[config.mk]
export PLATFORM = sky130hd
export DESIGN_NAME = sorted_set_insert_delete_flat
export DESIGN_NICKNAME = d
export VERILOG_FILES = /design/src/rtl/ssid_pkg.sv /design/src/rtl/ssid_if.sv /design/src/rtl/ssid_cell.sv /design/src/rtl/sorted_set_insert_delete.sv /design/src/flat_wrapper.sv
export SDC_FILE = /design/constraint.sdc
export NUM_CORES = 2
export LEC_CHECK = 0
export ABC_AREA = 0
export BUFFER_PORTS_ARGS = -buffer_cell sky130_fd_sc_hd__buf_2
export CORE_UTILIZATION = 55
export CTS_BUF_LIST = sky130_fd_sc_hd__clkbuf_8
export CTS_CLUSTER_DIAMETER = 30
export DETAILED_ROUTE_END_ITERATION = 8
export PLACE_DENSITY = 0.8
export SKIP_LAST_GASP = 1
export SLEW_MARGIN = 20
export SYNTH_ARGS = -nofsm -noshare
export SYNTH_HDL_FRONTEND = slang
export SYNTH_SLANG_ARGS = --single-unit
[constraint.sdc]
create_clock -name clk_i -period 6.9 [get_ports clk_i]
set_clock_uncertainty 0.1 [all_clocks]
set_input_delay 1.035 -clock clk_i [delete_from_list [all_inputs] [get_ports clk_i]]
set_output_delay 1.035 -clock clk_i [all_outputs]
set_load 0.02 [all_outputs]
[src/rtl/ssid_pkg.sv]
// Shared types and codes for the sorted set block.
// No dependencies; every other file takes names from here by scope or import.
package ssid_pkg;

  // Fixed field widths of the channel payloads.
  localparam int MODE_W  = 2;
  localparam int VALUE_W = 32;
  localparam int STAT_W  = 3;
  localparam int POS_W   = 5;

  typedef enum logic [MODE_W-1:0] {
    MODE_INSERT = 2'd0,
    MODE_DELETE = 2'd1,
    MODE_DUMP   = 2'd2
  } mode_e;

  typedef enum logic [STAT_W-1:0] {
    STAT_INSERTED   = 3'd0,
    STAT_DUPLICATE  = 3'd1,
    STAT_FULL       = 3'd2,
    STAT_REMOVED    = 3'd3,
    STAT_NOT_FOUND  = 3'd4,
    STAT_DUMP_ENTRY = 3'd5,
    STAT_EMPTY      = 3'd6
  } status_e;

  typedef enum logic [1:0] {
    S_IDLE,
    S_EXEC,
    S_DUMP
  } state_e;

  typedef enum logic [1:0] {
    CELL_HOLD,
    CELL_INSERT,
    CELL_DELETE,
    CELL_ROTATE
  } cell_cmd_e;

  typedef struct packed {
    cell_cmd_e cmd;
    logic      occupied;
    logic      tail;
  } cell_ctrl_t;

endpackage

[src/rtl/ssid_if.sv]
// Valid/ready channel interfaces for the request and response sides.
// Depends on ssid_pkg for the payload widths.
interface ssid_in_if;
  logic                               valid;
  logic                               ready;
  logic        [ssid_pkg::MODE_W-1:0]  mode;
  logic signed [ssid_pkg::VALUE_W-1:0] value;

  modport source (output valid, output mode, output value, input ready);
  modport sink   (input valid, input mode, input value, output ready);
endinterface

interface ssid_out_if;
  logic                               valid;
  logic                               ready;
  logic        [ssid_pkg::STAT_W-1:0]  status;
  logic signed [ssid_pkg::VALUE_W-1:0] entry_value;
  logic        [ssid_pkg::POS_W-1:0]   position;
  logic        [ssid_pkg::POS_W-1:0]   stored_count;
  logic                               last;

  modport source (output valid, output status, output entry_value, output position,
                  output stored_count, output last, input ready);
  modport sink   (input valid, input status, input entry_value, input position,
                  input stored_count, input last, output ready);
endinterface

[src/rtl/ssid_cell.sv]
// One slot of the sorted chain: holds a key, compares it with the operation key
// and takes its next key from itself, a neighbor, the head slot or the operation. Uses ssid_pkg.
module ssid_cell #(
  parameter int KEY_WIDTH = 32
) (
  input  logic                   clk_i,
  input  ssid_pkg::cell_ctrl_t   ctrl_i,
  input  logic [KEY_WIDTH-1:0]   op_key_i,
  input  logic [KEY_WIDTH-1:0]   left_key_i,
  input  logic                   left_below_i,
  input  logic [KEY_WIDTH-1:0]   right_key_i,
  input  logic [KEY_WIDTH-1:0]   head_key_i,
  output logic [KEY_WIDTH-1:0]   key_o,
  output logic                   below_o,
  output logic                   equal_o
);

  logic [KEY_WIDTH-1:0] key_q, key_d;

  assign below_o = ctrl_i.occupied && ($signed(key_q) < $signed(op_key_i));
  assign equal_o = ctrl_i.occupied && (key_q == op_key_i);
  assign key_o   = key_q;

  always_comb begin
    key_d = key_q;
    case (ctrl_i.cmd)
      ssid_pkg::CELL_INSERT: begin
        // keep smaller keys, drop the new key at the boundary, shift the rest up
        if (!below_o) begin
          key_d = left_below_i ? op_key_i : left_key_i;
        end
      end
      ssid_pkg::CELL_DELETE: begin
        if (!below_o) begin
          key_d = right_key_i;
        end
      end
      ssid_pkg::CELL_ROTATE: begin
        // advance toward the head; the tail slot wraps the head key around
        key_d = ctrl_i.tail ? head_key_i : right_key_i;
      end
      default: key_d = key_q;
    endcase
  end

  always_ff @(posedge clk_i) begin
    key_q <= key_d;
  end

endmodule

[src/rtl/sorted_set_insert_delete.sv]
// Top level of the sorted set: sequencer, chain of ssid_cell slots and output register.
// Depends on ssid_pkg, ssid_if (ssid_in_if, ssid_out_if) and ssid_cell.
//
//  channel  | dir | fields                                           | transfer
//  ---------+-----+--------------------------------------------------+-------------------
//  req_i    | in  | mode, value                                      | valid && ready
//  rsp_o    | out | status, entry_value, position, stored_count, last | valid && ready
//
// Insert and delete take the request in S_IDLE; in S_EXEC every slot then compares
// against the key and shifts in the same edge that loads the response.
// A dump goes from S_EXEC to S_DUMP, which loads one stored key per response; the
// chain rotates one slot per loaded response, so the head slot holds the next key to load.
// Reset clears the occupancy count, the sequencer and the response valid; slot contents stay undefined.
// A stalled response holds the sequencer in place; a new request is taken only in S_IDLE.
module sorted_set_insert_delete #(
  parameter int CAPACITY  = 16,
  parameter int KEY_WIDTH = 32
) (
  input  logic              clk_i,
  input  logic              rst_ni,
  ssid_in_if.sink           req_i,
  ssid_out_if.source        rsp_o
);

  localparam int IdxW   = $clog2(CAPACITY + 1);
  localparam int PosW   = ssid_pkg::POS_W;
  localparam int ValueW = ssid_pkg::VALUE_W;
  localparam int KeyW   = KEY_WIDTH;

  ssid_pkg::state_e state_q, state_d;

  logic [ssid_pkg::MODE_W-1:0] op_mode_q, op_mode_d;
  logic [KeyW-1:0]             op_key_q, op_key_d;
  logic [IdxW-1:0]             count_q, count_d;
  logic [IdxW-1:0]             dump_idx_q, dump_idx_d;

  logic                        out_valid_q, out_valid_d;
  logic [ssid_pkg::STAT_W-1:0] out_status_q, out_status_d;
  logic [ValueW-1:0]           out_value_q, out_value_d;
  logic [PosW-1:0]             out_pos_q, out_pos_d;
  logic [PosW-1:0]             out_count_q, out_count_d;
  logic                        out_last_q, out_last_d;
  logic                        out_free;
  logic                        out_load;

  ssid_pkg::cell_cmd_e         cmd;
  ssid_pkg::cell_ctrl_t        ctrl [CAPACITY];
  logic [KeyW-1:0]             cell_key [CAPACITY];
  logic [CAPACITY-1:0]         below;
  logic [CAPACITY-1:0]         equal;
  logic [CAPACITY:0]           below_ext;
  logic [IdxW-1:0]             ins_pos;
  logic                        found;

  // ---------------------------------------------------------------------------
  // chain of slots
  // ---------------------------------------------------------------------------
  for (genvar g = 0; g < CAPACITY; g++) begin : g_cell
    logic [KeyW-1:0] left_key;
    logic            left_below;
    logic [KeyW-1:0] right_key;

    if (g == 0) begin : g_head
      assign left_key   = op_key_q;
      assign left_below = 1'b1;
    end else begin : g_mid
      assign left_key   = cell_key[g-1];
      assign left_below = below[g-1];
    end

    if (g == CAPACITY - 1) begin : g_end
      assign right_key = cell_key[g];
    end else begin : g_inner
      assign right_key = cell_key[g+1];
    end

    assign ctrl[g].cmd      = cmd;
    assign ctrl[g].occupied = (IdxW'(g) < count_q);
    assign ctrl[g].tail     = (IdxW'(g + 1) == count_q);

    ssid_cell #(
      .KEY_WIDTH (KeyW)
    ) u_cell (
      .clk_i        (clk_i),
      .ctrl_i       (ctrl[g]),
      .op_key_i     (op_key_q),
      .left_key_i   (left_key),
      .left_below_i (left_below),
      .right_key_i  (right_key),
      .head_key_i   (cell_key[0]),
      .key_o        (cell_key[g]),
      .below_o      (below[g]),
      .equal_o      (equal[g])
    );
  end

  // Ordered position: the one slot where "below" turns off, or the count if all are below.
  assign below_ext = {below, 1'b1};
  assign found     = |equal;

  always_comb begin
    ins_pos = '0;
    if (below[CAPACITY-1]) begin
      ins_pos = IdxW'(CAPACITY);
    end
    for (int i = 0; i < CAPACITY; i++) begin
      if (below_ext[i] && !below_ext[i+1]) begin
        ins_pos = ins_pos | IdxW'(i);
      end
    end
  end

  // ---------------------------------------------------------------------------
  // sequencer
  // ---------------------------------------------------------------------------
  assign out_free = !out_valid_q || rsp_o.ready;

  always_comb begin
    state_d      = state_q;
    op_mode_d    = op_mode_q;
    op_key_d     = op_key_q;
    count_d      = count_q;
    dump_idx_d   = dump_idx_q;
    cmd          = ssid_pkg::CELL_HOLD;
    out_load     = 1'b0;
    out_status_d = out_status_q;
    out_value_d  = out_value_q;
    out_pos_d    = out_pos_q;
    out_count_d  = out_count_q;
    out_last_d   = out_last_q;
    req_i.ready  = 1'b0;

    case (state_q)
      ssid_pkg::S_IDLE: begin
        req_i.ready = 1'b1;
        if (req_i.valid) begin
          op_mode_d = req_i.mode;
          op_key_d  = KeyW'($unsigned(req_i.value));
          state_d   = ssid_pkg::S_EXEC;
        end
      end

      ssid_pkg::S_EXEC: begin
        out_value_d = ValueW'(op_key_q);
        out_last_d  = 1'b1;
        case (op_mode_q)
          ssid_pkg::MODE_INSERT: begin
            if (out_free) begin
              out_load = 1'b1;
              state_d  = ssid_pkg::S_IDLE;
              if (found) begin
                out_status_d = ssid_pkg::STAT_DUPLICATE;
                out_pos_d    = PosW'(ins_pos);
                out_count_d  = PosW'(count_q);
              end else if (count_q == IdxW'(CAPACITY)) begin
                out_status_d = ssid_pkg::STAT_FULL;
                out_pos_d    = '0;
                out_count_d  = PosW'(count_q);
              end else begin
                cmd          = ssid_pkg::CELL_INSERT;
                count_d      = count_q + 1'b1;
                out_status_d = ssid_pkg::STAT_INSERTED;
                out_pos_d    = PosW'(ins_pos);
                out_count_d  = PosW'(count_q + 1'b1);
              end
            end
          end
          ssid_pkg::MODE_DELETE: begin
            if (out_free) begin
              out_load = 1'b1;
              state_d  = ssid_pkg::S_IDLE;
              if (found) begin
                cmd          = ssid_pkg::CELL_DELETE;
                count_d      = count_q - 1'b1;
                out_status_d = ssid_pkg::STAT_REMOVED;
                out_pos_d    = PosW'(ins_pos);
                out_count_d  = PosW'(count_q - 1'b1);
              end else begin
                out_status_d = ssid_pkg::STAT_NOT_FOUND;
                out_pos_d    = '0;
                out_count_d  = PosW'(count_q);
              end
            end
          end
          ssid_pkg::MODE_DUMP: begin
            if (count_q == '0) begin
              if (out_free) begin
                out_load     = 1'b1;
                out_status_d = ssid_pkg::STAT_EMPTY;
                out_value_d  = '0;
                out_pos_d    = '0;
                out_count_d  = '0;
                state_d      = ssid_pkg::S_IDLE;
              end
            end else begin
              dump_idx_d = '0;
              state_d    = ssid_pkg::S_DUMP;
            end
          end
          default: begin
            // unused mode: drop the request without a response
            state_d = ssid_pkg::S_IDLE;
          end
        endcase
      end

      ssid_pkg::S_DUMP: begin
        if (out_free) begin
          out_load     = 1'b1;
          cmd          = ssid_pkg::CELL_ROTATE;
          out_status_d = ssid_pkg::STAT_DUMP_ENTRY;
          out_value_d  = ValueW'(cell_key[0]);
          out_pos_d    = PosW'(dump_idx_q);
          out_count_d  = PosW'(count_q);
          out_last_d   = (dump_idx_q + 1'b1 == count_q);
          dump_idx_d   = dump_idx_q + 1'b1;
          if (dump_idx_q + 1'b1 == count_q) begin
            state_d = ssid_pkg::S_IDLE;
          end
        end
      end

      default: state_d = ssid_pkg::S_IDLE;
    endcase
  end

  always_comb begin
    out_valid_d = out_valid_q;
    if (out_load) begin
      out_valid_d = 1'b1;
    end else if (rsp_o.ready) begin
      out_valid_d = 1'b0;
    end
  end

  // ---------------------------------------------------------------------------
  // registers
  // ---------------------------------------------------------------------------
  always_ff @(posedge clk_i or negedge rst_ni) begin
    if (!rst_ni) begin
      state_q     <= ssid_pkg::S_IDLE;
      count_q     <= '0;
      out_valid_q <= 1'b0;
    end else begin
      state_q     <= state_d;
      count_q     <= count_d;
      out_valid_q <= out_valid_d;
    end
  end

  always_ff @(posedge clk_i) begin
    op_mode_q    <= op_mode_d;
    op_key_q     <= op_key_d;
    dump_idx_q   <= dump_idx_d;
    // hold the waiting response until a new one is loaded
    if (out_load) begin
      out_status_q <= out_status_d;
      out_value_q  <= out_value_d;
      out_pos_q    <= out_pos_d;
      out_count_q  <= out_count_d;
      out_last_q   <= out_last_d;
    end
  end

  assign rsp_o.valid        = out_valid_q;
  assign rsp_o.status       = out_status_q;
  assign rsp_o.entry_value  = out_value_q;
  assign rsp_o.position     = out_pos_q;
  assign rsp_o.stored_count = out_count_q;
  assign rsp_o.last         = out_last_q;

endmodule

[src/flat_wrapper.sv]
// flat-port wrapper written by rule: the top's interface ports become plain ports
module sorted_set_insert_delete_flat 
#(
  parameter int CAPACITY  = 16,
  parameter int KEY_WIDTH = 32
)
  (clk_i, rst_ni, req_i_valid, req_i_mode, req_i_value, req_i_ready, rsp_o_valid, rsp_o_status, rsp_o_entry_value, rsp_o_position, rsp_o_stored_count, rsp_o_last, rsp_o_ready);
  ssid_in_if req_i_i ();
  ssid_out_if rsp_o_i ();
  input  logic clk_i;
  input  logic rst_ni;
  input wire logic [$bits(req_i_i.valid)-1:0] req_i_valid;
  input wire logic [$bits(req_i_i.mode)-1:0] req_i_mode;
  input wire logic [$bits(req_i_i.value)-1:0] req_i_value;
  output wire logic [$bits(req_i_i.ready)-1:0] req_i_ready;
  output wire logic [$bits(rsp_o_i.valid)-1:0] rsp_o_valid;
  output wire logic [$bits(rsp_o_i.status)-1:0] rsp_o_status;
  output wire logic [$bits(rsp_o_i.entry_value)-1:0] rsp_o_entry_value;
  output wire logic [$bits(rsp_o_i.position)-1:0] rsp_o_position;
  output wire logic [$bits(rsp_o_i.stored_count)-1:0] rsp_o_stored_count;
  output wire logic [$bits(rsp_o_i.last)-1:0] rsp_o_last;
  input wire logic [$bits(rsp_o_i.ready)-1:0] rsp_o_ready;
  assign req_i_i.valid = req_i_valid;
  assign req_i_i.mode = req_i_mode;
  assign req_i_i.value = req_i_value;
  assign req_i_ready = req_i_i.ready;
  assign rsp_o_valid = rsp_o_i.valid;
  assign rsp_o_status = rsp_o_i.status;
  assign rsp_o_entry_value = rsp_o_i.entry_value;
  assign rsp_o_position = rsp_o_i.position;
  assign rsp_o_stored_count = rsp_o_i.stored_count;
  assign rsp_o_last = rsp_o_i.last;
  assign rsp_o_i.ready = rsp_o_ready;
  sorted_set_insert_delete #(.CAPACITY(CAPACITY), .KEY_WIDTH(KEY_WIDTH)) u_core (.clk_i(clk_i), .rst_ni(rst_ni), .req_i(req_i_i), .rsp_o(rsp_o_i));
endmodule
==> results.sh <==
export IMPL_status="complete, no violations"
export IMPL_drt_pass1_iterations=8
export IMPL_htreeDepth=4
export IMPL_timing_final_crit_period_ns=6.325
export IMPL_placed_area_mm2=0.04684
export IMPL_initial_core_util=0.5550
export IMPL_dieWidth_um=286.9
export IMPL_r2r_cells=14
export IMPL_cp_arrival_ns=6.88
export IMPL_remaining_drc_errors=0
export IMPL_clock_latency_ns=0.86
export IMPL_dr_wl_met2_um=70290
export IMPL_met1_length_um=61320
export IMPL_die_area_mm2=0.08230
export IMPL_wl_met3_um=22540
export IMPL_area_growth_pct=12.45
export IMPL_fillerInstances=6486
export IMPL_drv_slew=0
export IMPL_power_density_mw_per_mm2=347.5
export IMPL_tns_ns=0
export IMPL_globalRouteOverflowTotal=0
export IMPL_first_iter_violations=6540
export IMPL_vias_per_cell=7.138
export IMPL_wire_per_inst_um=28.47
export IMPL_crit_type="register to register"
export IMPL_cts_sinks=605
export IMPL_grt_pass1_vias=39617
export IMPL_hold_end="u_core.g_cell[0].left_key[2]"
export IMPL_top_layer="met5"
export IMPL_maxCapViolCount=0
export IMPL_nets=5215
export IMPL_cp_end_kind="register"
export IMPL_totalWireLength_um=166200
export IMPL_cts_tree="done"
export IMPL_port_buffers=85
export IMPL_syn_area_mm2=0.04464
export IMPL_cts_buffer_depth=3
export IMPL_setup_viol=0
export IMPL_dp_hpwl_um=120300
export IMPL_clkSlewWorstSetupHoldPaths_ns=0.06
export IMPL_antenna_found_initial=6
export IMPL_cpMostUsedCell="buf_4"
export IMPL_relSlewSlack=0.08874
export IMPL_ys_flop_type="edfxtp_1"
export IMPL_crit_chain="clkinv_1, buf_4, ha_1, nand4_1, nor4b_1, nand3_1, o2111ai_1, nor4_4, nor3_4, nand3_2, nand2_1, buf_4, a22oi_1, o21ai_0"
export IMPL_cp_max_fo=17
export IMPL_rsz0062_at_grt="false"
export IMPL_gp_congestion=1.030
export IMPL_holdCritStartpoint="req_i_value[2]"
export IMPL_cp_num_buf_inv=3
export IMPL_period_share=0.9167
export IMPL_die_h_um=286.9
export IMPL_synth_warnings=0
export IMPL_r2r_slack_ns=0.57
export IMPL_postLayoutCoreUtil=0.6241
export IMPL_grt_usage=0.3954
export IMPL_yosysUniqueCellTypes=85
export IMPL_synthCells=4562
export IMPL_multiInputGateArea_mm2=0.02501
export IMPL_final_common_cell="edfxtp_1"
export IMPL_stdcell_area_mm2=0.05019
export IMPL_timing_rr_end="u_core.g_cell[10].u_cell.key_o[4]"
export IMPL_via_count=41660
export IMPL_worst_pin_slew_ns=1.348
export IMPL_hold_viol_final=0
export IMPL_ir_worst_vdd_uv=206.0
export IMPL_cts_buffers=146
export IMPL_critPathRequiredTime_ns=7.45
export IMPL_power_mw=17.44
export IMPL_holdPathStages=1
export IMPL_cpMaxStageDelayCell="nor4b_1"
export IMPL_ys_seq_elements=605
export IMPL_synthArstFlopShare=0.01322
export IMPL_syn_nets=5125
export IMPL_start_kind="register"
export IMPL_final_cell_mix="edfxtp_1 (597), ha_1 (524), a21oi_1 (515)"
export IMPL_grt_first_pass_wirelength_um=244300
export IMPL_io_pins=86
export IMPL_leakage_nw=19.51
export IMPL_num_rows=104
export IMPL_path_delay_family="simple AND/OR/NAND/NOR gates"
export IMPL_grt_start_max_net_pins=179
export IMPL_cts_root_buffer="clkbuf_8"
export IMPL_min_path_type="primary input to register"
export IMPL_r2r_start="u_core.g_cell[0].left_key[19]"
export IMPL_synth_edf_count=597
export IMPL_crit_path_max_incr_delay_ns=1.15
export IMPL_ant_nets=0
export IMPL_post_cts_resize_count=0
export IMPL_core_area_mm2=0.08042
export IMPL_regArea_mm2=0.01813
export IMPL_avgSynthCellArea_um2=9.784
export IMPL_drive_gt1_frac=0.1255
export IMPL_fmax_mhz=158.1
export IMPL_yosysSeqAreaShare=0.4061
## cell usage after synthesis, drive strengths merged, types with 7 or more instances
| library cell | n | share of area |
|---|---|---|
| edfxtp | 597 | 0.40 |
| a21oi | 525 | 0.059 |
| ha | 525 | 0.15 |
| o21ai | 420 | 0.047 |
| nand2 | 344 | 0.029 |
| nor2 | 340 | 0.029 |
| mux2i | 307 | 0.069 |
| a22oi | 279 | 0.047 |
| clkbuf | 223 | 0.019 |
| buf | 124 | 0.014 |
| nand4 | 104 | 0.015 |
| inv | 83 | 0.0070 |
| nor2b | 74 | 0.010 |
| nand3 | 70 | 0.0081 |
| a211oi | 63 | 0.011 |
| a21o | 54 | 0.0091 |
| a221o | 50 | 0.011 |
| nor3 | 48 | 0.0061 |
| a22o | 37 | 0.0073 |
| a221oi | 31 | 0.0061 |
| nand2b | 27 | 0.0038 |
| clkinv | 22 | 0.0019 |
| a32oi | 16 | 0.0031 |
| nor4 | 16 | 0.0026 |
| o21a | 15 | 0.0026 |
| a31oi | 11 | 0.0015 |
| and4 | 11 | 0.0022 |
| and2 | 10 | 0.0014 |
| o211ai | 9 | 0.0015 |
| dfrtp | 8 | 0.0045 |
| or3 | 7 | 0.00098 |
| xnor2 | 7 | 0.0014 |
## how the worst max path moves through the flow
stage | slack (ns) | endpoint | cells after the start | startpoint
finish | 0.57 | u_core.g_cell[10].u_cell.key_o[4] | 14 | u_core.g_cell[0].left_key[19]
global route | 0.69 | u_core.g_cell[10].u_cell.key_o[10] | 14 | u_core.g_cell[0].left_key[19]
CTS | 0.92 | u_core.g_cell[5].u_cell.key_o[23] | 13 | u_core.g_cell[0].left_key[28]
detailed placement | 0.96 | u_core.g_cell[5].u_cell.key_o[5] | 13 | u_core.g_cell[0].left_key[19]
global placement | 0.93 | u_core.g_cell[11].u_cell.key_o[6] | 13 | u_core.g_cell[0].left_key[26]
floorplan | 0.51 | u_core.g_cell[0].u_cell.key_o[0] | 13 | u_core.g_cell[0].left_key[28]
## what timing repair did
item / CTS / global route
hold buffers: 1 / 0
buffers inserted: 0 / 0
endpoints found under the setup margin: 0 / 0
hold endpoints to repair: 8 / 0
## worst register-to-register path, stage by stage (launching register included)
cell and delay, ns:
edfxtp_1 0.84, clkinv_1 0.20, buf_4 0.27, ha_1 0.36, nand4_1 0.19, nor4b_1 1.16, nand3_1 0.42, o2111ai_1 0.34
nor4_4 0.16, nor3_4 0.34, nand3_2 0.42, nand2_1 0.73, buf_4 0.37, a22oi_1 0.14, o21ai_0 0.13
## logic make-up after synthesis
family,share of synthesized area
xor+xnor,0.002551
compound gates,0.2181
mux,0.07053
buf+inv,0.04174
simple gates,0.1138
fa+ha+maj,0.1472
flops,0.4061
## per-layer routing
| metal | track usage | vias up |
|---|---|---|
| met5 | 0 | - |
| met2 | 0.5801 | 3464 |
| met1 | 0.5170 | 19749 |
| met3 | 0.1029 | 678 |
| met4 | 0.2559 | 6 |
| li1 | - | 17763 |
## where the power goes
part,leakage [nW],total [mW],switching [mW],internal [mW]
logic,12.3,7.07,4.52,2.55
registers,5.52,5.54,0.487,5.05
clock network,1.65,4.83,1.99,2.85
total,19.5,17.4,6.99,10.4
## sequential cells by signal, summed over array words and instances, names as in the netlist
name / count
u_core.rsp_o.last: 1
u_core.rsp_o.entry_value: 32
u_core.dump_idx_q: 5
u_core.count_q: 5
u_core.rsp_o.stored_count: 5
u_core.rsp_o.status: 3
u_core.g_cell.left_key: 32
u_core.g_cell.u_cell.key_o: 512
u_core.op_mode_q: 2
u_core.rsp_o.position: 5
u_core.rsp_o.valid: 1
u_core.state_q: 2
## area by class of cell
| cell class | count | area share |
|---|---|---|
| repair buffers | 289 | 0.04181 |
| clock inverters | 119 | 0.02326 |
| clock buffers | 150 | 0.04113 |
| multi-input cells | 3505 | 0.4982 |
| flip-flops and latches | 605 | 0.3612 |
| well taps | 1060 | 0.02642 |
| diodes | 3 | 0.0001496 |
| inverters | 105 | 0.007853 |
## stage by stage
step	hold slack [ns]	instances	worst slack [ns]
after floorplan	0.3996	4562	0.5091
after global placement	0.4418	5559	0.9346
after detailed placement	0.4560	5560	0.9609
after CTS	0.2219	5830	0.9161
after global routing	0.2580	5834	0.6942
final	0.2581	5836	0.5748
Power figures use the tool's default switching activity.
